[src/hw/rtl/pmbr_pkg.sv]
// types, constants and codes of the page map block reserver
package pmbr_pkg;

    localparam int SEC_PER_PAGE = 8;
    localparam int PAGE_PER_BLK = 64;
    localparam int NUM_BLOCKS   = 1024;
    localparam int MAP_PAGES    = 4096;
    localparam int SEC_PER_BLK  = SEC_PER_PAGE * PAGE_PER_BLK;

    localparam int START_W = 15;
    localparam int COUNT_W = 13;
    localparam int BLK_W   = 10;
    localparam int ENTRY_W = BLK_W + 1;
    localparam int PAGE_W  = $clog2(MAP_PAGES);
    localparam int FILL_W  = $clog2(PAGE_PER_BLK + 1);
    localparam int NEXT_W  = $clog2(NUM_BLOCKS + 1);
    localparam int END_W   = START_W + 1;
    localparam int LPAGE_W = END_W - $clog2(SEC_PER_PAGE);

    typedef logic [START_W-1:0] t_start;
    typedef logic [COUNT_W-1:0] t_count;
    typedef logic [BLK_W-1:0]   t_blk;
    typedef logic [ENTRY_W-1:0] t_entry;
    typedef logic [PAGE_W-1:0]  t_page;
    typedef logic [FILL_W-1:0]  t_fill;
    typedef logic [FILL_W:0]    t_fill_sum;
    typedef logic [NEXT_W-1:0]  t_next;
    typedef logic [END_W-1:0]   t_end;
    typedef logic [LPAGE_W-1:0] t_lpage;

    localparam logic [1:0] REQ_RESERVE = 2'd0;
    localparam logic [1:0] REQ_COMMIT  = 2'd1;
    localparam logic [1:0] REQ_READ    = 2'd2;

    typedef struct packed {
        logic [1:0] req_type;
        t_start     first_sector;
        t_count     sector_count;
        t_blk       commit_block;
    } t_req;

    typedef struct packed {
        t_blk   block_addr;
        logic   block_valid;
        t_blk   prior_block;
        logic   prior_valid;
        t_count chunk_sectors;
    } t_rsp;

    typedef enum logic [2:0] {
        ST_CLEAR,
        ST_IDLE,
        ST_LOOKUP,
        ST_EVAL,
        ST_WRITE,
        ST_FINISH
    } t_state;

    typedef struct packed {
        logic capture;
        logic clear_step;
        logic lookup;
        logic eval;
        logic write_step;
        logic load_out;
    } t_cmd;

    typedef struct packed {
        logic clear_last;
        logic write_last;
        logic commit_run;
    } t_sts;

endpackage

[src/hw/rtl/pmbr_ctrl.sv]
// sequencer: map clear sweep, lookup, evaluate, commit writes, result hand-off
module pmbr_ctrl (
    input  logic            i_clk,
    input  logic            i_rst_n,
    input  logic            i_valid,
    output logic            o_ready,
    output logic            o_valid,
    input  logic            i_ready,
    input  pmbr_pkg::t_sts  i_sts,
    output pmbr_pkg::t_cmd  o_cmd
);

    pmbr_pkg::t_state r_state, n_state;
    logic             r_out_valid, n_out_valid;
    logic             out_free;

    assign out_free = !r_out_valid || i_ready;

    always_comb begin
        n_state = r_state;
        unique case (r_state)
            pmbr_pkg::ST_CLEAR: begin
                if (i_sts.clear_last) n_state = pmbr_pkg::ST_IDLE;
            end
            pmbr_pkg::ST_IDLE: begin
                if (i_valid) n_state = pmbr_pkg::ST_LOOKUP;
            end
            pmbr_pkg::ST_LOOKUP: begin
                n_state = pmbr_pkg::ST_EVAL;
            end
            pmbr_pkg::ST_EVAL: begin
                n_state = i_sts.commit_run ? pmbr_pkg::ST_WRITE : pmbr_pkg::ST_FINISH;
            end
            pmbr_pkg::ST_WRITE: begin
                if (i_sts.write_last) n_state = pmbr_pkg::ST_FINISH;
            end
            pmbr_pkg::ST_FINISH: begin
                if (out_free) n_state = pmbr_pkg::ST_IDLE;
            end
            default: begin
                n_state = pmbr_pkg::ST_CLEAR;
            end
        endcase
    end

    always_comb begin
        o_cmd            = '0;
        o_ready          = 1'b0;
        o_cmd.capture    = (r_state == pmbr_pkg::ST_IDLE) && i_valid;
        o_cmd.clear_step = (r_state == pmbr_pkg::ST_CLEAR);
        o_cmd.lookup     = (r_state == pmbr_pkg::ST_LOOKUP);
        o_cmd.eval       = (r_state == pmbr_pkg::ST_EVAL);
        o_cmd.write_step = (r_state == pmbr_pkg::ST_WRITE);
        o_cmd.load_out   = (r_state == pmbr_pkg::ST_FINISH) && out_free;
        o_ready          = (r_state == pmbr_pkg::ST_IDLE);
    end

    // result register stays full until the far side takes the transfer
    always_comb begin
        n_out_valid = r_out_valid;
        if (o_cmd.load_out) begin
            n_out_valid = 1'b1;
        end else if (i_ready) begin
            n_out_valid = 1'b0;
        end
    end

    assign o_valid = r_out_valid;

    always_ff @(posedge i_clk) begin
        if (!i_rst_n) begin
            r_state     <= pmbr_pkg::ST_CLEAR;
            r_out_valid <= 1'b0;
        end else begin
            r_state     <= n_state;
            r_out_valid <= n_out_valid;
        end
    end

endmodule

[config.mk]
export PLATFORM = sky130hd
export DESIGN_NAME = pmbr_ctrl
export DESIGN_NICKNAME = d
export VERILOG_FILES = /design/src/hw/rtl/pmbr_pkg.sv /design/src/hw/rtl/pmbr_ctrl.sv
export SDC_FILE = /design/constraint.sdc
export NUM_CORES = 1
export LEC_CHECK = 0
export BUFFER_PORTS_ARGS = -buffer_cell sky130_fd_sc_hd__buf_2
export CELL_PAD_IN_SITES_DETAIL_PLACEMENT = 0
export CELL_PAD_IN_SITES_GLOBAL_PLACEMENT = 1
export CORE_AREA = 2 2 39 41
export DETAILED_ROUTE_END_ITERATION = 16
export DIE_AREA = 0 0 41 43
export PLACE_DENSITY_LB_ADDON = 0.1
export RECOVER_POWER = 25
export SLEW_MARGIN = 10
export SYNTH_ARGS = -nofsm -noshare
export SYNTH_HDL_FRONTEND = slang
export SYNTH_SLANG_ARGS = --single-unit
[constraint.sdc]
create_clock -name i_clk -period 2.5 [get_ports i_clk]
set_input_delay 0.125 -clock i_clk [delete_from_list [all_inputs] [get_ports i_clk]]
set_output_delay 0.125 -clock i_clk [all_outputs]
set_load 0.005 [all_outputs]
# Word level (Yosys, flattened, before mapping)
# Index checks and enable logic that the tools add are counted.
# classes
eq_ne	9
mux	8
reduce_logical	7
# op_table
operator	count
one-hot mux 3 bit (6 select lines)	1
2-to-1 mux 3 bit	4
inequality test 2 bit (second input constant)	4
equality test 3 x 2 -> 1 bit (second input constant)	2
equality test 3 bit (second input constant)	2
AND reduction 4 bit	1
equality test 3 x 1 -> 1 bit (second input constant)	1
zero test 3 bit	1
2-to-1 mux 1 bit	3
logical AND 1 bit	2
nonzero test 2 bit	1
zero test 1 bit	1
logical OR 1 bit	1
# totals
register_bits	4
output_inout_bits	8
word_cells	26

# Longest topological paths before layout
# Gate-level depths: netlist of run 1.
# depth
word_depth	4
depth_mapped	5
mapped_depth_nobuf	4

# Worst setup path after synthesis of run 1
# OpenSTA, ideal clock, no wires.
# synth_timing
kind	flip-flop to output port
startpoint	reg r_state[0]
endpoint	out o_cmd[0] (netlist bit)
arrival_ps	819
path_slack_ps	1556
stages_incl_launch_ff	5
n_path_buf	2
path_cell_list	dfxtp_1 > buf_6 > nor2b_4 > and3_1 > buf_4
# synth_rtl
element	line_no	rtl
start: declaration	pmbr_ctrl.sv:13	pmbr_pkg::t_state r_state, n_state;
start signal: assignment	pmbr_ctrl.sv:72	r_state <= pmbr_pkg::ST_CLEAR;
start signal: assignment	pmbr_ctrl.sv:75	r_state <= n_state;
end: declaration	pmbr_ctrl.sv:10	output pmbr_pkg::t_cmd o_cmd

==> flow_summary.toml, run 1 <==
[detailed_routing]
drt_first_pass_iters = 3
first_iter_violations = 5
routedWlPerCell_um = 10.1
via_count = 270
routed_wirelength_um = 634
routed_via_density = 4.29
drc_errors = 0
ant_nets = 0

[global_route]
grt_first_pass_wirelength_um = 1010
total_track_usage_pct = 8.32
gr-total-overflow = 0
grt_start_max_net_pins = 12
grt_pass1_vias = 235
grt_antenna_before_repair = 0

[logic_synthesis]
synthesis.nets = 41
ffs_latches_synth = 4
netlist_cell_types = 20
netlist_top_cells_area = "sky130_fd_sc_hd__dfxtp_1 (25%), sky130_fd_sc_hd__nand2b_1 (9.9%), sky130_fd_sc_hd__buf_6 (7.1%), sky130_fd_sc_hd__nor3b_4 (5.9%), sky130_fd_sc_hd__o21bai_4 (5.9%)"
syn-instance-count = 34
syn_area_per_cell_um2 = 9.31
synthDominantAreaCellType = "sky130_fd_sc_hd__dfxtp_1"
synth-warning-count = 0
netlist_area_um2 = 317
netlist.area_leader.share_pct = 25.3
synth-seq-area-share_pct = 25.3

[clock_tree]
cts_hold_buf = 0
cts-buffers-inserted = 3
clock_latency_on_the_worst_skew_pair_ns = 0.23
cts_tree = "yes"
clk_path_buf_depth = 2
clock_root_cell = "sky130_fd_sc_hd__clkbuf_4"
cts_sinks = 4
post_cts_buffers = 0
cts.clk_slew.worst_paths_ns = 0.04
cts_htree_levels = 1
post_cts.resized_instances = 0

[hold_path]
timing.hold.worst.class = "in2reg"
hold-path-cell-count = 2

[sta]
fin_crit_sh_pct = 57.1
max_slew.worst_pin.slew_ns = 0.421
timing.final.hold_violations = 0
drv_slew = 0
final_period_minus_worst_setup_slack_ns = 1.43
setup_tns_ns = 0
max_clock_freq_mhz = 700
finalSetupViolations = 0
fin_worst_skew_ns = 0.00168
grt_setup_unrepaired = "no"
slew-limit-headroom_pct = 71.9

[setup_path]
critical_path_class = "reg2out"
cp_data_required_time_ns = 2.38
start_kind = "flip-flop"
timing.reg2reg.worst_path_depth = 4
crit_path_dat_ns = 1.30
path_max_fanout = 10
end_kind = "output port"

[pwr]
seq_power_share_pct = 40.0
switchingPower_uw = 51.2
p_total_uw = 198
share_clk_of_total_power_pct = 38.2
switching_share_pct = 25.8
p_per_area_nw_per_um2 = 518
power.ir.vdd_worst_uv = 198
total_leakage_power_nw = 0.175
combinationalPowerShare_pct = 21.8
internal_cell_power_uw = 147

[run_status]
run_status = "completed"

[floorplanning]
coreArea_um2 = 1380
pin_count = 15
overall_die_area_um2 = 1760
rows = 14
initial_utilization_pct = 22.9
fp.dieH_um = 43
dieWidth_um = 41

[final_layout]
final_layout_size_suffix_gt1_share_pct = 42.6
insertedDiodeCount = 0
finalNetCount = 56
flow.area_growth_from_synthesis_pct = 20.9

[placement]
routabilityCongestion = 0.677
place.port_buffers = 14

[job]
timing.max_cap.violations = 0
==> critical path: stages (launching register included) <==
cell and delay [ns]:
sky130_fd_sc_hd__dfxtp_1 0.53, sky130_fd_sc_hd__nor2b_1 0.26, sky130_fd_sc_hd__and3_1 0.17, sky130_fd_sc_hd__buf_2 0.11
==> state kept, by name, summed over array words and instances (netlist names) <==
name,cells
r_state,3
o_valid,1
==> area by class of cell <==
type                    count  area [µm²]
fillers                   164        1000
well taps                  16        20.0
flip-flops and latches      4        80.1
multi-input cells          26         191
clock buffers               3        22.5
repair buffers             14        68.8
==> cells by family (layout without fill, tap and decap cells) <==
kind of cell,Yosys count,count (layout),synth area share [%]
and+or+nand+nor,17,17,37.9
AOI/OAI and AO/OA,8,8,21.7
DFF,4,4,25.3
buffers and inverters,4,17,11.9
muxes,1,1,3.16
==> metrics by stage <==
stage | setup WS (ns) | instance area (µm²) | hold slack, ns | cells | util [%]
floorplan | 1.56 | 317 | 0.243 | 34 | -
global placement | 1.31 | 369 | 0.379 | 60 | 26.7
detailed placement | 1.27 | 369 | 0.381 | 60 | 26.7
CTS | 1.09 | 392 | 0.140 | 63 | 28.3
global route | 0.952 | 383 | 0.150 | 63 | 27.7
finish | 1.07 | 383 | 0.144 | 63 | 27.7
==> power by group through the flow <==
stage / sequential, mW / clock (mW) / combinational, mW
4_1_cts: 0.0805 / 0.0806 / 0.0459
5_1_grt: 0.0805 / 0.0854 / 0.0485
3_5_place_dp: 0.0816 / 0 / 0.0458
6_report: 0.0794 / 0.0758 / 0.0433
3_3_place_gp: 0.0812 / 0 / 0.0448
2_1_floorplan: 0.0705 / 0 / 0.0456
==> metal layers <==
metal	up-vias	GRT usage, %	wire [µm]
li1	142	-	-
met1	118	12.2	275
met2	10	10.3	297
met3	0	3.14	61
met4	0	4.00	0
met5	-	0	0
==> cell usage after synthesis <==
| library cell | n |
|---|---|
| sky130_fd_sc_hd__nand2_1 | 2 |
| sky130_fd_sc_hd__a21boi_0 | 1 |
| sky130_fd_sc_hd__a21oi_1 | 3 |
| sky130_fd_sc_hd__dfxtp_1 | 4 |
| sky130_fd_sc_hd__o21bai_4 | 1 |
| sky130_fd_sc_hd__and3b_1 | 1 |
| sky130_fd_sc_hd__nor2b_4 | 1 |
| sky130_fd_sc_hd__mux2i_1 | 1 |
| sky130_fd_sc_hd__a21boi_2 | 1 |
| sky130_fd_sc_hd__o21a_1 | 1 |
| sky130_fd_sc_hd__buf_4 | 2 |
| sky130_fd_sc_hd__nor3b_4 | 1 |
| sky130_fd_sc_hd__nor2b_1 | 1 |
| sky130_fd_sc_hd__a21oi_2 | 1 |
| sky130_fd_sc_hd__nand2b_1 | 5 |
| sky130_fd_sc_hd__nor2_1 | 2 |
| sky130_fd_sc_hd__buf_6 | 2 |
| sky130_fd_sc_hd__nor3_1 | 1 |
| sky130_fd_sc_hd__nor3b_1 | 2 |
| sky130_fd_sc_hd__and3_1 | 1 |
==> layout by cell type, fill, tap and decap left out, types with 2 or more instances in the layout <==
cell                       count
sky130_fd_sc_hd__nand2_1       2
sky130_fd_sc_hd__clkbuf_4      3
sky130_fd_sc_hd__a21oi_1       3
sky130_fd_sc_hd__nor2_1        2
sky130_fd_sc_hd__dfxtp_1       4
sky130_fd_sc_hd__nor2b_1       2
sky130_fd_sc_hd__nor3b_1       2
sky130_fd_sc_hd__nand2b_1      5
sky130_fd_sc_hd__buf_2        13
==> path summary, 6_finish.rpt <==
path / startpoint / to / slack (ns)
max: r_state[0]$_SDFFE_PN0P_ / o_cmd[0] / 1.07
min: i_rst_n / r_state[2]$_SDFFE_PN0P_ / 0.14
max reg2reg: r_state[2]$_SDFFE_PN0P_ / r_state[0]$_SDFFE_PN0P_ / 1.30
min reg2reg: o_valid$_SDFFE_PN0P_ / o_valid$_SDFFE_PN0P_ / 0.56
(Power assumes the default switching activity.)
==> inputs of run 2 (changes only) <==
Settings changed: ABC_AREA from default to 1.
Clock period 2.5 ns to 1.44 ns, I/O delays scaled along.
==> run 2 against run 1 <==
  * Register-to-register slack lost 1.1 ns
  * First-iteration DRC count shrank 40%
  * Critical endpoint unchanged
  * Via count grew 19%
==> flow_summary.toml, run 2 <==
[logic_synthesis]
synth_async_sr_flop_share_pct = 0
netlist_cell_types = 17
ffs_latches_synth = 4
netlist_top_cells_area = "sky130_fd_sc_hd__dfxtp_1 (26%), sky130_fd_sc_hd__nor2_1 (11%), sky130_fd_sc_hd__nand2_1 (9.8%), sky130_fd_sc_hd__inv_1 (8.5%), sky130_fd_sc_hd__nand3_2 (6.5%)"
synth_edf_count = 0
netlist_area_um2 = 308
syn-instance-count = 50
synth-warning-count = 0
synthesis.nets = 57
syn_area_per_cell_um2 = 6.16
synth-seq-area-share_pct = 26.0
synthDominantAreaCellType = "sky130_fd_sc_hd__dfxtp_1"
synth.cells.most_frequent = "sky130_fd_sc_hd__nor2_1 (9), sky130_fd_sc_hd__nand2_1 (8), sky130_fd_sc_hd__inv_1 (7)"
netlist.area_leader.share_pct = 26.0
synth.most_common_cell = "sky130_fd_sc_hd__nor2_1"
synth_ff_type = "sky130_fd_sc_hd__dfxtp_1"

[clock_tree]
cts_hold_buf = 0
post_cts_buffers = 0
clock_latency_on_the_worst_skew_pair_ns = 0.23
clock_root_cell = "sky130_fd_sc_hd__clkbuf_4"
cts_tree = "yes"
post_cts.resized_instances = 0
cts_htree_levels = 1
cts.clk_slew.worst_paths_ns = 0.03
clk_path_buf_depth = 2
cts-buffers-inserted = 3
cts_sinks = 4

[floorplanning]
initial_utilization_pct = 22.2
fp.dieH_um = 43
dieWidth_um = 41
rows = 14
overall_die_area_um2 = 1760
coreArea_um2 = 1380
pin_count = 15

[sta]
setup_tns_ns = 0
drv_slew = 0
final_period_minus_worst_setup_slack_ns = 1.23
max_slew.worst_pin.slew_ns = 0.282
whs_ns = 0.0863
slew-limit-headroom_pct = 81.2
max_clock_freq_mhz = 810
fin_crit_sh_pct = 85.7
setup_ws_ns = 0.206
fin_worst_skew_ns = 0.00597
finalSetupViolations = 0
grt_setup_unrepaired = "no"
timing.final.hold_violations = 0

[detailed_routing]
drt_first_pass_iters = 3
ant_nets = 0
via_count = 321
drc_errors = 0
routed_wirelength_um = 726
first_iter_violations = 3
routed_via_density = 3.91
routedWlPerCell_um = 8.85

[pwr]
power.ir.vdd_worst_uv = 576
p_per_area_nw_per_um2 = 1940
total_leakage_power_nw = 0.231

[setup_path]
crit_path_max_incr_delay_ns = 0.47
crit_path_dat_ns = 1.16
path_max_fanout = 7
crit-reg2reg-capture = "r_state[0]$_SDFFE_PN0P_"
cp_cell_sequence = "nand3_1, a21oi_1, buf_2"
cp_slowest_cell = "sky130_fd_sc_hd__dfxtp_1"
timing.reg2reg.worst_path_depth = 8
cp_data_required_time_ns = 1.37
end_kind = "output port"
start_kind = "flip-flop"
critical_path_class = "reg2out"
critical_path.reg2reg.startpoint = "r_state[0]$_SDFFE_PN0P_"
reg2reg_setup_slack_ns = 0.22

[final_layout]
layout_common_cells = "sky130_fd_sc_hd__buf_2 (13), sky130_fd_sc_hd__nor2_1 (9), sky130_fd_sc_hd__nand2_1 (8)"
filler_cell_count = 176
largest_register_by_flop_count = "r_state"
seq_area_um2 = 80.1
insertedDiodeCount = 0
multi_input_comb_area_um2 = 174
finish.utilization_pct = 29.4
finalNetCount = 75
final_common_cell = "sky130_fd_sc_hd__buf_2"
largest_register_ffs = 3
post_layout_nonfiller_instances = 82
flow.area_growth_from_synthesis_pct = 32.1
final_layout_size_suffix_gt1_share_pct = 40.9

[hold_path]
hold-path-cell-count = 3
min_delay_worst_endpoint = "r_state[2]$_SDFFE_PN0P_"
timing.hold.worst.start = "i_rst_n"
timing.hold.worst.class = "in2reg"

[global_route]
grt_start_max_net_pins = 8
grt_pass1_vias = 296
total_track_usage_pct = 9.55
gr-total-overflow = 0
grt_first_pass_wirelength_um = 1150
grt_antenna_before_repair = 0

[job]
timing.max_cap.violations = 0

[placement]
routabilityCongestion = 0.673
place_inst = 79
dpl_worst_slack_ns = 0.203
place.port_buffers = 14
dpl.hpwl_um = 604

[run_status]
run_status = "completed"
[run 2: cell count changes after synthesis, moves of 2 or more]
cell                       previous run  this run
sky130_fd_sc_hd__buf_6                2         0
sky130_fd_sc_hd__nand2b_1             5         0
sky130_fd_sc_hd__nor2_1               2         9
sky130_fd_sc_hd__inv_2                0         4
sky130_fd_sc_hd__inv_1                0         7
sky130_fd_sc_hd__nand2_1              2         8
sky130_fd_sc_hd__nor2_2               0         3
sky130_fd_sc_hd__nor3b_1              2         0
sky130_fd_sc_hd__nand3_2              0         2
sky130_fd_sc_hd__nor3_2               0         2
[run 2: kinds of logic (layout without fill, tap and decap cells)]
| group | Yosys count | in the layout | synth area share [%] |
|---|---|---|---|
| AOI/OAI and AO/OA | 5 | 5 | 8.94 |
| DFF | 4 | 4 | 26.0 |
| buffers and inverters | 12 | 28 | 15.9 |
| and+or+nand+nor | 29 | 29 | 49.2 |
[run 2: through the flow]
stage | instance area (µm²) | power [mW]
6_report | 407 | 0.790
5_1_grt | 407 | 0.898
4_1_cts | 413 | 0.820
3_5_place_dp | 390 | 0.670
3_3_place_gp | 390 | 0.688
2_1_floorplan | 308 | 0.534
[run 2: metal layers]
metal / up-vias / GRT usage [%] / wire length, µm
met2: 11 / 13.1 / 318
met1: 124 / 13.2 / 348
li1: 186 / - / -
met4: 0 / 6.00 / 0
met3: 0 / 1.57 / 58
met5: - / 0 / 0
[run 2: how the worst max path moves through the flow]
stage,from,to,slack [ns],cells after the start
final,r_state[2]$_SDFFE_PN0P_,o_cmd[0],0.21,3
after global routing,r_state[0]$_SDFFE_PN0P_,r_state[0]$_SDFFE_PN0P_,0.05,8
after CTS,r_state[0]$_SDFFE_PN0P_,r_state[0]$_SDFFE_PN0P_,0.19,8
after detailed placement,r_state[0]$_SDFFE_PN0P_,r_state[0]$_SDFFE_PN0P_,0.20,8
after global placement,r_state[0]$_SDFFE_PN0P_,r_state[0]$_SDFFE_PN0P_,0.16,8
after floorplan,r_state[0]$_SDFFE_PN0P_,r_state[0]$_SDFFE_PN0P_,0.39,9
[run 2: cell type report]
type / count / area share [%]
multi-input cells: 34 / 42.8
flip-flops and latches: 4 / 19.7
repair buffers: 14 / 16.9
inverters: 11 / 10.2
clock buffers: 3 / 5.54
well taps: 16 / 4.92
[run 2: worst max-delay path: cells and delay by family, from the launching register on]
kind                   cells  cell delay (ns)
DFF                        1             0.47
buffers and inverters      1             0.12
AOI/OAI and AO/OA          1             0.14
and+or+nand+nor            1             0.20
[run 2: where the power goes]
group | switching, mW | total (mW) | internal (mW) | leakage (nW)
combinational | 0.267 | 0.443 | 0.176 | 0.184
sequential | 0.0590 | 0.209 | 0.150 | 0.0329
clock | 0.0459 | 0.139 | 0.0932 | 0.0138
total | 0.372 | 0.790 | 0.419 | 0.231
==> inputs of run 3 (changes only) <==
Settings changed: BUFFER_PORTS_ARGS -buffer_cell sky130_fd_sc_hd__buf_2 to -buffer_cell sky130_fd_sc_hd__clkbuf_2.
==> run 3 against run 2 <==
  * Via count up 1.9%
  * Hold slack got worse by 0.013 ns
  * Cell area unchanged
  * Combinational power rose by 2%
  * Routed wire length increased by 2.2%
  * Sequential cell count unchanged
  * Global-route usage increased by 0.90 points
  * Non-clock buffer count unchanged
  * Power grew 0.70%
  * First-iteration DRC count decreased by 100%
  * Clock-buffer cell count stayed put
  * Core utilization unchanged
  * Critical endpoint unchanged
  * Largest power group unchanged
==> flow_summary.toml, run 3 (synthesized netlist as in run 2, its figures left out) <==
[clock_tree]
cts.clk_slew.worst_paths_ns = 0.04
clock_latency_on_the_worst_skew_pair_ns = 0.23
cts_sinks = 4
cts-buffers-inserted = 3
cts_hold_buf = 0
clock_root_cell = "sky130_fd_sc_hd__clkbuf_4"
post_cts.resized_instances = 0
clk_path_buf_depth = 2
cts_htree_levels = 1
post_cts_buffers = 0
cts_tree = "yes"

[global_route]
total_track_usage_pct = 10.5
grt_first_pass_wirelength_um = 1170
grt_pass1_vias = 302
gr-total-overflow = 0
grt_start_max_net_pins = 8
grt_antenna_before_repair = 0

[sta]
max_clock_freq_mhz = 803
fin_crit_sh_pct = 86.5
timing.final.hold_violations = 0
finalSetupViolations = 0
setup_tns_ns = 0
fin_worst_skew_ns = 0.000527
slew-limit-headroom_pct = 81.3
max_slew.worst_pin.slew_ns = 0.281
final_period_minus_worst_setup_slack_ns = 1.25
grt_setup_unrepaired = "no"
drv_slew = 0

[floorplanning]
fp.dieH_um = 43
initial_utilization_pct = 22.2
coreArea_um2 = 1380
overall_die_area_um2 = 1760
pin_count = 15
dieWidth_um = 41
rows = 14

[pwr]
combinationalPowerShare_pct = 56.7
p_per_area_nw_per_um2 = 1960
share_clk_of_total_power_pct = 17.3
power.ir.vdd_worst_uv = 412
seq_power_share_pct = 25.9
switchingPower_uw = 377
switching_share_pct = 47.3
total_leakage_power_nw = 0.228
internal_cell_power_uw = 419

[placement]
routabilityCongestion = 0.655
placedInstanceArea_um2 = 390
place.port_buffers = 14
dpl.hpwl_um = 631

[job]
timing.max_cap.violations = 0

[detailed_routing]
first_iter_violations = 0
drt_first_pass_iters = 1
routed_via_density = 3.99
via_count = 327
routed_wirelength_um = 742
routedWlPerCell_um = 9.05
drc_errors = 0
ant_nets = 0

[setup_path]
path_max_fanout = 7
end_kind = "output port"
cp_data_required_time_ns = 1.37
crit_path_dat_ns = 1.17
start_kind = "flip-flop"
critical_path_class = "reg2out"

[final_layout]
layout_common_cells = "sky130_fd_sc_hd__clkbuf_2 (13), sky130_fd_sc_hd__nor2_1 (9), sky130_fd_sc_hd__nand2_1 (8)"
finalNetCount = 75
insertedDiodeCount = 0
largest_register_ffs = 3
flow.area_growth_from_synthesis_pct = 32.1
final_layout_size_suffix_gt1_share_pct = 40.9
filler_cell_count = 167
finish.instance_area_um2 = 407
largest_register_by_flop_count = "r_state"
final_common_cell = "sky130_fd_sc_hd__clkbuf_2"

[run_status]
run_status = "completed"

[hold_path]
timing.hold.worst.class = "in2reg"
run 3: changes by cell type in the layout (fill, tap and decap cells not counted), sizes merged:
| cell | change |
|---|---|
| buf | -13 |
| clkbuf | +13 |
run 3: final timing paths:
kind	cells after the start	to	start	slack (ns)
min	3	r_state[2]$_SDFFE_PN0P_	i_rst_n	0.07
max reg2reg	7	r_state[0]$_SDFFE_PN0P_	r_state[2]$_SDFFE_PN0P_	0.22
min reg2reg	2	o_valid$_SDFFE_PN0P_	o_valid$_SDFFE_PN0P_	0.54
max	3	o_cmd[0]	r_state[2]$_SDFFE_PN0P_	0.19
run 3: power groups by stage:
| stage | Combinational [mW] | Clock, mW | Sequential, mW |
|---|---|---|---|
| 4_1_cts | 0.467 | 0.145 | 0.211 |
| 3_5_place_dp | 0.465 | 0 | 0.213 |
| 6_report | 0.451 | 0.138 | 0.206 |
| 2_1_floorplan | 0.330 | 0 | 0.204 |
| 5_1_grt | 0.516 | 0.162 | 0.215 |
| 3_3_place_gp | 0.472 | 0 | 0.212 |
run 3: through the flow:
stage / cells / util (%) / power, mW / hold WS (ns) / setup WS (ns)
CTS: 82 / 29.8 / 0.823 / 0.0697 / 0.216
global route: 82 / 29.4 / 0.893 / 0.0748 / 0.0730
detailed placement: 79 / 28.2 / 0.677 / 0.317 / 0.244
floorplan: 50 / - / 0.534 / 0.192 / 0.388
finish: 82 / 29.4 / 0.796 / 0.0731 / 0.195
global placement: 79 / 28.2 / 0.684 / 0.323 / 0.236
run 3: cell type report:
type,count,area [µm²],share of cell area (%)
inverter,11,41.3,10.2
clock buffer,3,22.5,5.54
multi-input combinational,34,174,42.8
tap,16,20.0,4.92
timing repair buffer,14,68.8,16.9
sequential,4,80.1,19.7
run 3: routing by layer:
layer	GRT usage [%]	wire length (µm)
met1	11.6	339
met2	14.7	330
met3	3.14	63
met4	10.0	8
met5	0	0
run 3: worst max-delay path, stage by stage, from the launching register on:
cell	delay, ns
sky130_fd_sc_hd__dfxtp_1	0.47
sky130_fd_sc_hd__nand3_1	0.20
sky130_fd_sc_hd__a21oi_1	0.15
sky130_fd_sc_hd__clkbuf_2	0.12
